===== src/hw/rtl/fria_pkg.sv =====
package fria_pkg;

	localparam int unsigned SampleCount = 801;
	localparam int unsigned NAngle = 13;
	localparam int unsigned NDist = 7;

	typedef enum logic [1:0] {
		OP_LOAD_ANGLE = 2'd0,
		OP_LOAD_DIST  = 2'd1,
		OP_QUERY      = 2'd2,
		OP_NONE       = 2'd3
	} op_t;

	typedef logic [3:0] set_t;

	localparam set_t S_TB = 4'd0, S_VFB = 4'd1, S_FB = 4'd2, S_B = 4'd3, S_SB = 4'd4,
		S_VSB = 4'd5, S_ST = 4'd6, S_VSF = 4'd7, S_SF = 4'd8, S_F = 4'd9,
		S_FF = 4'd10, S_VFF = 4'd11, S_TF = 4'd12;

	// set shape: peak and side lengths (short side 50, long side 100)
	function automatic logic [9:0] set_peak(input set_t s);
		case (s)
			S_TB: return 10'd50;
			S_VFB: return 10'd100;
			S_FB: return 10'd150;
			S_B: return 10'd200;
			S_SB: return 10'd250;
			S_VSB: return 10'd300;
			S_ST: return 10'd400;
			S_VSF: return 10'd500;
			S_SF: return 10'd550;
			S_F: return 10'd600;
			S_FF: return 10'd650;
			S_VFF: return 10'd700;
			default: return 10'd750;
		endcase
	endfunction

	function automatic logic left_long(input set_t s);
		return (s == S_ST) || (s == S_VSF);
	endfunction

	function automatic logic right_long(input set_t s);
		return (s == S_ST) || (s == S_VSB);
	endfunction

	// rule tables by angle row and distance column
	function automatic set_t rule_vx(input logic [3:0] a, input logic [2:0] d);
		set_t r [0:6];
		case (a)
			4'd0, 4'd12: r = '{S_ST, S_VSB, S_SB, S_B, S_FB, S_VFB, S_TB};
			4'd1, 4'd11: r = '{S_ST, S_B, S_B, S_FB, S_FB, S_VFB, S_TB};
			4'd2, 4'd10: r = '{S_ST, S_VSB, S_SB, S_B, S_B, S_FB, S_VFB};
			4'd4, 4'd8: r = '{S_ST, S_VSF, S_SF, S_F, S_F, S_FF, S_VFF};
			4'd5, 4'd7: r = '{S_ST, S_F, S_F, S_FF, S_FF, S_VFF, S_TF};
			4'd6: r = '{S_ST, S_VSF, S_SF, S_F, S_FF, S_VFF, S_TF};
			default: r = '{S_ST, S_ST, S_ST, S_ST, S_ST, S_ST, S_ST};
		endcase
		return (d < 3'd7) ? r[d] : S_ST;
	endfunction

	function automatic set_t rule_vy(input logic [3:0] a, input logic [2:0] d);
		set_t r [0:6];
		case (a)
			4'd1, 4'd5: r = '{S_ST, S_VSF, S_VSF, S_SF, S_SF, S_F, S_FF};
			4'd2, 4'd4: r = '{S_ST, S_SF, S_F, S_FF, S_FF, S_VFF, S_TF};
			4'd3: r = '{S_ST, S_VSF, S_SF, S_F, S_FF, S_VFF, S_TF};
			4'd7, 4'd11: r = '{S_ST, S_VSB, S_VSB, S_SB, S_SB, S_B, S_FB};
			4'd8, 4'd10: r = '{S_ST, S_SB, S_B, S_FB, S_FB, S_VFB, S_TB};
			4'd9: r = '{S_ST, S_VSB, S_SB, S_B, S_FB, S_VFB, S_TB};
			default: r = '{S_ST, S_ST, S_ST, S_ST, S_ST, S_ST, S_ST};
		endcase
		return (d < 3'd7) ? r[d] : S_ST;
	endfunction

endpackage


===== src/hw/rtl/fuzzy_rule_inference_two_axis_core.sv =====
// Mamdani min-max fuzzy inference core, two speed axes.
// Input channel (in_valid/in_stall) carries op, term, degree and sample_index.
// Loads (op 0 angle, op 1 distance) store a degree and give no
// result; out-of-range terms and op 3 are dropped.
// A query (op 2) walks all 91 rules of each axis through one shared
// membership/clip/max unit, one rule per cycle: Vx then Vy, then the
// result is placed in the output register. A sample beyond 800 skips
// the walk and returns zero degrees.
// One item in flight; in_stall is high while a query is worked on or a
// result waits.
// The output register holds its payload while out_stall is high.
// Reset clears all stored degrees to zero and empties the output.
module fuzzy_rule_inference_two_axis_core (
	input  logic       clk,
	input  logic       arst_n,
	input  logic       in_valid,
	output logic       in_stall,
	input  logic [1:0] op,
	input  logic [3:0] term,
	input  logic [7:0] degree,
	input  logic [9:0] sample_index,
	output logic       out_valid,
	input  logic       out_stall,
	output logic [9:0] echo_index,
	output logic [7:0] vx_degree,
	output logic [7:0] vy_degree
);

	typedef enum logic [1:0] {ST_IDLE, ST_RUN, ST_OUT} state_t;

	state_t     state_q;
	logic [7:0] ang_q [0:12];
	logic [7:0] dst_q [0:6];
	logic [3:0] a_q;
	logic [2:0] d_q;
	logic       axis_q;
	logic [9:0] idx_q;
	logic [7:0] vx_q;
	logic [7:0] vy_q;
	logic       in_xfer;
	logic       clear;
	logic       en;
	fria_pkg::set_t set_sel;
	logic [7:0] av, dv, strength, acc;
	logic       last;

	assign in_xfer = in_valid && !in_stall;
	assign in_stall = (state_q != ST_IDLE);
	assign out_valid = (state_q == ST_OUT);
	assign echo_index = idx_q;
	assign vx_degree = vx_q;
	assign vy_degree = vy_q;

	// select rule operands
	always_comb begin
		av = ang_q[a_q];
		dv = dst_q[d_q];
		strength = (av < dv) ? av : dv;
		set_sel = axis_q ? fria_pkg::rule_vy(a_q, d_q) : fria_pkg::rule_vx(a_q, d_q);
		last = (a_q == 4'(fria_pkg::NAngle - 1)) && (d_q == 3'(fria_pkg::NDist - 1));
		en = (state_q == ST_RUN);
		clear = in_xfer || (en && last && !axis_q);
	end

	fria_rule_unit u_unit (
		.clk(clk), .clear(clear), .en(en), .set_sel(set_sel),
		.x(idx_q), .strength(strength), .acc(acc)
	);

	// store loaded degrees
	always_ff @(posedge clk or negedge arst_n) begin
		if (!arst_n) begin
			for (int i = 0; i < 13; i++) ang_q[i] <= '0;
			for (int i = 0; i < 7; i++) dst_q[i] <= '0;
		end else if (in_xfer) begin
			if (op == fria_pkg::OP_LOAD_ANGLE && term < 4'(fria_pkg::NAngle))
				ang_q[term] <= degree;
			if (op == fria_pkg::OP_LOAD_DIST && term < 4'(fria_pkg::NDist))
				dst_q[term[2:0]] <= degree;
		end
	end

	// sequence the rule walk and hold the result
	always_ff @(posedge clk or negedge arst_n) begin
		if (!arst_n) begin
			state_q <= ST_IDLE;
			a_q <= '0;
			d_q <= '0;
			axis_q <= 1'b0;
			idx_q <= '0;
			vx_q <= '0;
			vy_q <= '0;
		end else begin
			case (state_q)
				ST_IDLE: begin
					if (in_xfer && op == fria_pkg::OP_QUERY) begin
						idx_q <= sample_index;
						a_q <= '0;
						d_q <= '0;
						axis_q <= 1'b0;
						if (sample_index >= 10'(fria_pkg::SampleCount)) begin
							vx_q <= '0;
							vy_q <= '0;
							state_q <= ST_OUT;
						end else
							state_q <= ST_RUN;
					end
				end
				ST_RUN: begin
					if (last) begin
						a_q <= '0;
						d_q <= '0;
						if (!axis_q) begin
							vx_q <= acc;
							axis_q <= 1'b1;
						end else begin
							vy_q <= acc;
							state_q <= ST_OUT;
						end
					end else if (d_q == 3'(fria_pkg::NDist - 1)) begin
						d_q <= '0;
						a_q <= a_q + 4'd1;
					end else
						d_q <= d_q + 3'd1;
				end
				ST_OUT: begin
					if (!out_stall)
						state_q <= ST_IDLE;
				end
				default: state_q <= ST_IDLE;
			endcase
		end
	end

endmodule


===== src/hw/rtl/fria_rule_unit.sv =====
// Shared evaluation unit: membership of one set at one sample, clipped by strength,
// folded into a running maximum.
module fria_rule_unit (
	input  logic                clk,
	input  logic                clear,
	input  logic                en,
	input  fria_pkg::set_t      set_sel,
	input  logic [9:0]          x,
	input  logic [7:0]          strength,
	output logic [7:0]          acc
);

	logic [9:0] peak;
	logic [10:0] span;
	logic        is_long;
	logic [9:0] mu_w;
	logic [7:0] mu;
	logic [7:0] clip;
	logic [7:0] acc_q;

	// distance from peak and ramp height
	always_comb begin
		peak = fria_pkg::set_peak(set_sel);
		if (x <= peak) begin
			span = {1'b0, peak - x};
			is_long = fria_pkg::left_long(set_sel);
		end else begin
			span = {1'b0, x - peak};
			is_long = fria_pkg::right_long(set_sel);
		end
		if (is_long)
			mu_w = (span >= 11'd100) ? 10'd0 : 10'(11'd200 - {span[9:0], 1'b0});
		else
			mu_w = (span >= 11'd50) ? 10'd0 : 10'(11'd200 - {span[8:0], 2'b00});
		mu = mu_w[7:0];
		clip = (mu < strength) ? mu : strength;
	end

	// running maximum including the rule evaluated this cycle
	assign acc = (en && clip > acc_q) ? clip : acc_q;

	// hold running maximum
	always_ff @(posedge clk) begin
		if (clear)
			acc_q <= '0;
		else
			acc_q <= acc;
	end

endmodule


===== config.mk =====
export PLATFORM = sky130hd
export DESIGN_NAME = fuzzy_rule_inference_two_axis_core
export DESIGN_NICKNAME = d
export VERILOG_FILES = /design/src/hw/rtl/fria_pkg.sv /design/src/hw/rtl/fuzzy_rule_inference_two_axis_core.sv /design/src/hw/rtl/fria_rule_unit.sv
export SDC_FILE = /design/constraint.sdc
export NUM_CORES = 1
export LEC_CHECK = 0
export BUFFER_PORTS_ARGS = -buffer_cell sky130_fd_sc_hd__clkbuf_2
export CORE_AREA = 3 3 172 174
export CTS_CLUSTER_DIAMETER = 30
export CTS_CLUSTER_SIZE = 14
export DETAILED_ROUTE_END_ITERATION = 10
export DIE_AREA = 0 0 175 177
export HOLD_SLACK_MARGIN = 0.06
export PLACE_DENSITY = 0.73
export SKIP_CTS_REPAIR_TIMING = 1
export SLEW_MARGIN = 20
export SYNTH_ARGS = -nofsm -noshare
export SYNTH_HDL_FRONTEND = slang
export SYNTH_SLANG_ARGS = --single-unit

===== constraint.sdc =====
create_clock -name clk -period 12.9 [get_ports clk]
set_clock_uncertainty 0.05 [all_clocks]
set_input_delay 1.29 -clock clk [delete_from_list [all_inputs] [get_ports clk]]
set_output_delay 1.29 -clock clk [all_outputs]
set_load 0.02 [all_outputs]

==> run summary, run 1 <==
Mean Syn Cell Area: 10.6 µm²
Clk sinks: 204
Syn nets: 1,280
Top cell by count, worst path: ha_1
All-layer global routing usage: 0.208
TritonCTS clock tree: done
Seq/Total Area, Yosys: 0.401
Post-synth EDFFs: 0
Fin Setup TNS: 0 ns
Largest area contributor in the netlist: dfrtp_1
Synthesized instance count: 1,191
Worst slew pin tran: 1.03 ns
Final setup violation count: 0
Req. time, crit path: 13.24 ns
HP Class: register to register
Vias in the first global route: 9,836
FMAX: 93.9 MHz
Pin count of the biggest net entering global routing: 82
DRT Wirelength: 32,300 µm
Htree depth: 2
Reg clk slew, reported paths: 0.04 ns
Max FO, Critical Path: 40
Die area: 31,000 µm²
Row Count: 61
Die H: 177 µm
Arr. time, crit path: 10.99 ns
HPWL Detailed: 22,100 µm
Async S/R FF share, synth: 0.961
Status: finished, final reports clean
Max Cap Viol: 0
Area added between synthesis and finish: 18.2%
WL/cell: 19.5 µm
Unrepaired setup endpoints after global routing: false
Finished Layout Cells: 1,653
Ys flop type: dfrtp_1
Net count reported at finish: 1,322
First-pass GRT wire length: 52,500 µm
Number of buffers created by CTS: 49
Drt first pass iters: 5
Vias per inst: 5.91
Detailed Route Iter0 Violations: 850
Final Hold Fails: 0
Flop2flop setup slack: 2.25 ns
Final Instance Area: 14,900 µm²
Max Transition Viols Final: 0
Crit path kind: register to register
Die width: 175 µm
Distinct cells, synth: 76
Synth area leaders: dfrtp_1 39%, mux2_2 16%, ha_1 5.9%
Core area: 27,900 µm²
Number of remaining DRC errors: 0
Synth warn: 0
Initial core utilization: 0.452
CP endpoint kind: register
Routability congestion estimate: 0.946
Dpl cell area: 13,200 µm²
Synth cell count leaders: 196 x dfrtp_1, 174 x mux2_2, 90 x nand2_1
Final Critical Period: 10.65 ns
Fraction of layout cells with a size suffix above 1: 0.298
Grt ovf: 0
Post-Place Cells: 1,560
Top-count cell post-synth: dfrtp_1
CTS max path bufs: 3
Slowest library cell on the worst path: a2111oi_0
Synth Register Bits: 204
Clk Latency, worst-skew pair: 0.57 ns
Routed Antenna Nets: 0
Relative slew slack: 0.308
Synthesized cell area: 12,600 µm²
Post-synth top area share: 0.389
PortBufs: 55
Initial antenna violation count: 1
Total number of vias: 9,762
Number of I/O pins: 56
Final period util: 0.826
Startpoint class of the critical path: register
CTS root buf: clkbuf_16
Largest stage delay, worst path: 0.64 ns
-- routing by layer --
metal,GRT usage,up-vias,share of wire
li1,-,4462,-
met1,0.282,4880,0.44
met2,0.340,346,0.48
met3,0.0380,74,0.059
met4,0.0678,0,0.027
met5,0,-,0
-- path summary, 6_finish.rpt --
path                               from           end  depth (start not counted)
max in group asynchronous        arst_n  vy_degree[6]                          3
hold reg to reg            vy_degree[6]  vy_degree[6]                          2
min in group asynchronous        arst_n     ang_q[42]                          1
setup reg to reg                 a_q[1]  vy_degree[5]                         39
setup / recovery                 a_q[1]  vy_degree[5]                         39
hold / removal             vy_degree[6]  vy_degree[6]                          2
-- per-stage QoR --
stage | utilization | hold slack (ns) | setup WS [ns]
6_report | 0.534 | 0.419 | 2.25
5_1_grt | 0.534 | 0.452 | 1.19
4_1_cts | 0.534 | 0.427 | 2.34
3_5_place_dp | 0.471 | 0.419 | 2.38
3_3_place_gp | 0.471 | 0.411 | 2.68
2_1_floorplan | - | 0.423 | 3.73
-- cell usage in the layout (no fill, tap or decap), types with 5 or more instances in the layout --
| master | synthesis | final |
|---|---|---|
| and3_1 | 6 | 6 |
| a221o_1 | 10 | 10 |
| mux2_2 | 174 | 174 |
| and2_1 | 11 | 11 |
| dfrtp_1 | 196 | 195 |
| clkbuf_8 | 0 | 8 |
| or2_2 | 10 | 10 |
| clkbuf_2 | 0 | 54 |
| nor2b_1 | 20 | 20 |
| o21a_1 | 8 | 8 |
| mux2i_1 | 28 | 28 |
| o22ai_1 | 6 | 6 |
| a22oi_1 | 13 | 13 |
| buf_4 | 2 | 12 |
| nor3_1 | 18 | 17 |
| clkbuf_16 | 0 | 49 |
| clkbuf_1 | 52 | 11 |
| a21oi_1 | 45 | 44 |
| o221ai_1 | 5 | 5 |
| a21o_1 | 15 | 15 |
| o21ai_0 | 61 | 61 |
| o211ai_1 | 10 | 10 |
| nand4_1 | 7 | 7 |
| nand3_1 | 22 | 22 |
| or3_1 | 5 | 5 |
| inv_1 | 60 | 60 |
| nand2_1 | 90 | 90 |
| ha_1 | 59 | 59 |
| o31ai_1 | 13 | 13 |
| nor2_1 | 65 | 65 |
| xnor2_1 | 7 | 7 |
| clkinvlp_4 | 0 | 8 |
| nand2b_1 | 16 | 16 |
| dfxtp_1 | 8 | 8 |
| mux4_2 | 30 | 30 |
| bufinv_16 | 0 | 6 |
| a31oi_1 | 10 | 10 |
-- cell families (layout without fill, tap and decap cells) --
logic type,count (synthesis),after routing,synth area share
AO/OA/AOI/OAI,254,254,0.141
XOR/XNOR,10,10,0.00694
adder cells (fa/ha/maj),61,61,0.0617
buffers and inverters,137,220,0.0431
flip-flops,204,204,0.401
multiplexers,232,232,0.231
other,0,1,0
AND/OR/NAND/NOR,293,293,0.115
-- critical path: cells and delay by family, from the launching register on --
family	cells	cell delay, ns
DFF	1	0.31
adders and majority gates	5	1.72
and+or+nand+nor	14	2.84
AOI/OAI and AO/OA	18	4.87
buffers and inverters	2	0.67
-- layout make-up --
class / instances / area (µm²)
clock inverters: 25 / 383
flip-flops and latches: 204 / 5070
well taps: 378 / 473
diodes: 1 / 2.50
inverters: 61 / 229
repair buffers: 67 / 374
fillers: 2396 / 13000
clock buffers: 67 / 1360
multi-input cells: 850 / 7020
-- sequential cells by signal, summed over array words and instances, names as in the netlist --
| register | flops |
|---|---|
| d_q | 3 |
| state_q | 2 |
| axis_q | 1 |
| u_unit.acc_q | 8 |
| ang_q | 104 |
| dst_q | 56 |
| vy_degree | 8 |
| a_q | 4 |
| echo_index | 10 |
| vx_degree | 8 |
Power of run 1 is not shown: default switching activity piles up to over one toggle a cycle in this logic, so the estimate is an artifact.
==> inputs of run 2 (changes only) <==
- PLACE_DENSITY: 0.73 -> 0.75
- clock period: 12.9 -> 8.6 ns (I/O delays scaled with it)
==> run summary, run 2 (synthesis gave the netlist of run 1 again) <==
Critical Path Source: a_q[1]
PortBufs: 55
Die H: 177 µm
Initial core utilization: 0.452
Die width: 175 µm
Max FO, Critical Path: 7
Most flop-heavy register: ang_q
Detailed Route Iter0 Violations: 808
Hold WS: 0.424 ns
Final Instance Area: 16,300 µm²
Number of buffers created by CTS: 44
Final Critical Period: 8.31 ns
FMAX: 120 MHz
Core area: 27,900 µm²
Net count reported at finish: 1,465
CTS max path bufs: 3
R2R Path Start: a_q[1]
Die area: 31,000 µm²
Util after Layout: 0.584
DRT Wirelength: 35,100 µm
Clk Latency, worst-skew pair: 0.56 ns
Vias per inst: 5.77
CTS root buf: clkbuf_16
Number of I/O pins: 56
Relative slew slack: 0.356
Total number of vias: 10,300
Antenna Diode Count: 0
Slowest library cell on the worst path: dfrtp_1
Clk sinks: 204
Final setup violation count: 0
Reg clk slew, reported paths: 0.05 ns
Dpl cell area: 14,100 µm²
Routed Antenna Nets: 0
Pin count of the biggest net entering global routing: 127
Htree depth: 2
Drt first pass iters: 5
Routability congestion estimate: 0.947
Max reg flops: 104
Max Cap Viol: 0
Status: finished, final reports clean
Grt ovf: 0
Vias in the first global route: 10,400
TritonCTS clock tree: done
Row Count: 61
Max Transition Viols Final: 0
Number of remaining DRC errors: 0
Area added between synthesis and finish: 29.3%
Worst slew pin tran: 0.965 ns
All-layer global routing usage: 0.223
Req. time, crit path: 9.02 ns
HP Class: input port to asynchronous set/reset pin
Startpoint class of the critical path: register
Initial antenna violation count: 0
HPWL Detailed: 23,700 µm
Final period util: 0.966
Flop2flop setup slack: 0.29 ns
Most common cell after layout, fill and taps aside: dfrtp_1
Crit path kind: register to register
Arr. time, crit path: 8.73 ns
Largest stage delay, worst path: 0.42 ns
Fraction of layout cells with a size suffix above 1: 0.423
Top cell by count, worst path: ha_2
First-pass GRT wire length: 55,700 µm
Final Hold Fails: 0
WL/cell: 19.6 µm
Filler Cell Count: 2,243
Most frequent cells in the layout: 194 x dfrtp_1, 172 x mux2_2, 150 x buf_4
CP endpoint kind: register
Fin Setup TNS: 0 ns
[run 2: final timing paths]
kind / to / cells after the start
worst max-delay path: vy_degree[6] / 45
worst min-delay path: ang_q[59] / 1
worst max register to register: vy_degree[6] / 45
worst min register to register: vx_degree[6] / 2
max in group asynchronous: a_q[0] / 2
min in group clk: vx_degree[6] / 2
[run 2: worst max-delay path, delay by kind of cell (launching register included)]
| family | cells | cell delay [ns] |
|---|---|---|
| mux | 1 | 0.10 |
| xor+xnor | 1 | 0.13 |
| fa+ha+maj | 7 | 1.71 |
| buf+inv | 7 | 0.83 |
| compound gates | 16 | 2.94 |
| simple gates | 13 | 2.09 |
| flops | 1 | 0.42 |
[run 2: cell type report]
type | instances | area (µm²) | share of cell area
Timing Repair Buffer | 214 | 1540 | 0.0942
Clock buffer | 55 | 1180 | 0.0725
Sequential cell | 204 | 5070 | 0.311
Inverter | 61 | 233 | 0.0143
Multi-Input combinational cell | 851 | 7450 | 0.457
Tap cell | 378 | 473 | 0.0290
Clock inverter | 27 | 375 | 0.0230
[run 2: through the flow]
| step | std cells | setup WS, ns |
|---|---|---|
| 2_1_floorplan | 1191 | 0.0228 |
| 3_3_place_gp | 1685 | 0.0478 |
| 3_5_place_dp | 1685 | -0.254 |
| 4_1_cts | 1767 | -0.251 |
| 5_1_grt | 1790 | -0.174 |
| 6_report | 1790 | 0.295 |
[run 2: metal layers]
layer / routed length, µm / track usage / vias to the layer above
met5: 0 / 0 / -
met1: 14800 / 0.294 / 5125
met4: 1010 / 0.0715 / 0
met3: 2430 / 0.0440 / 87
li1: - / - / 4736
met2: 16900 / 0.373 / 383
Power of run 2 is left out for the same reason.
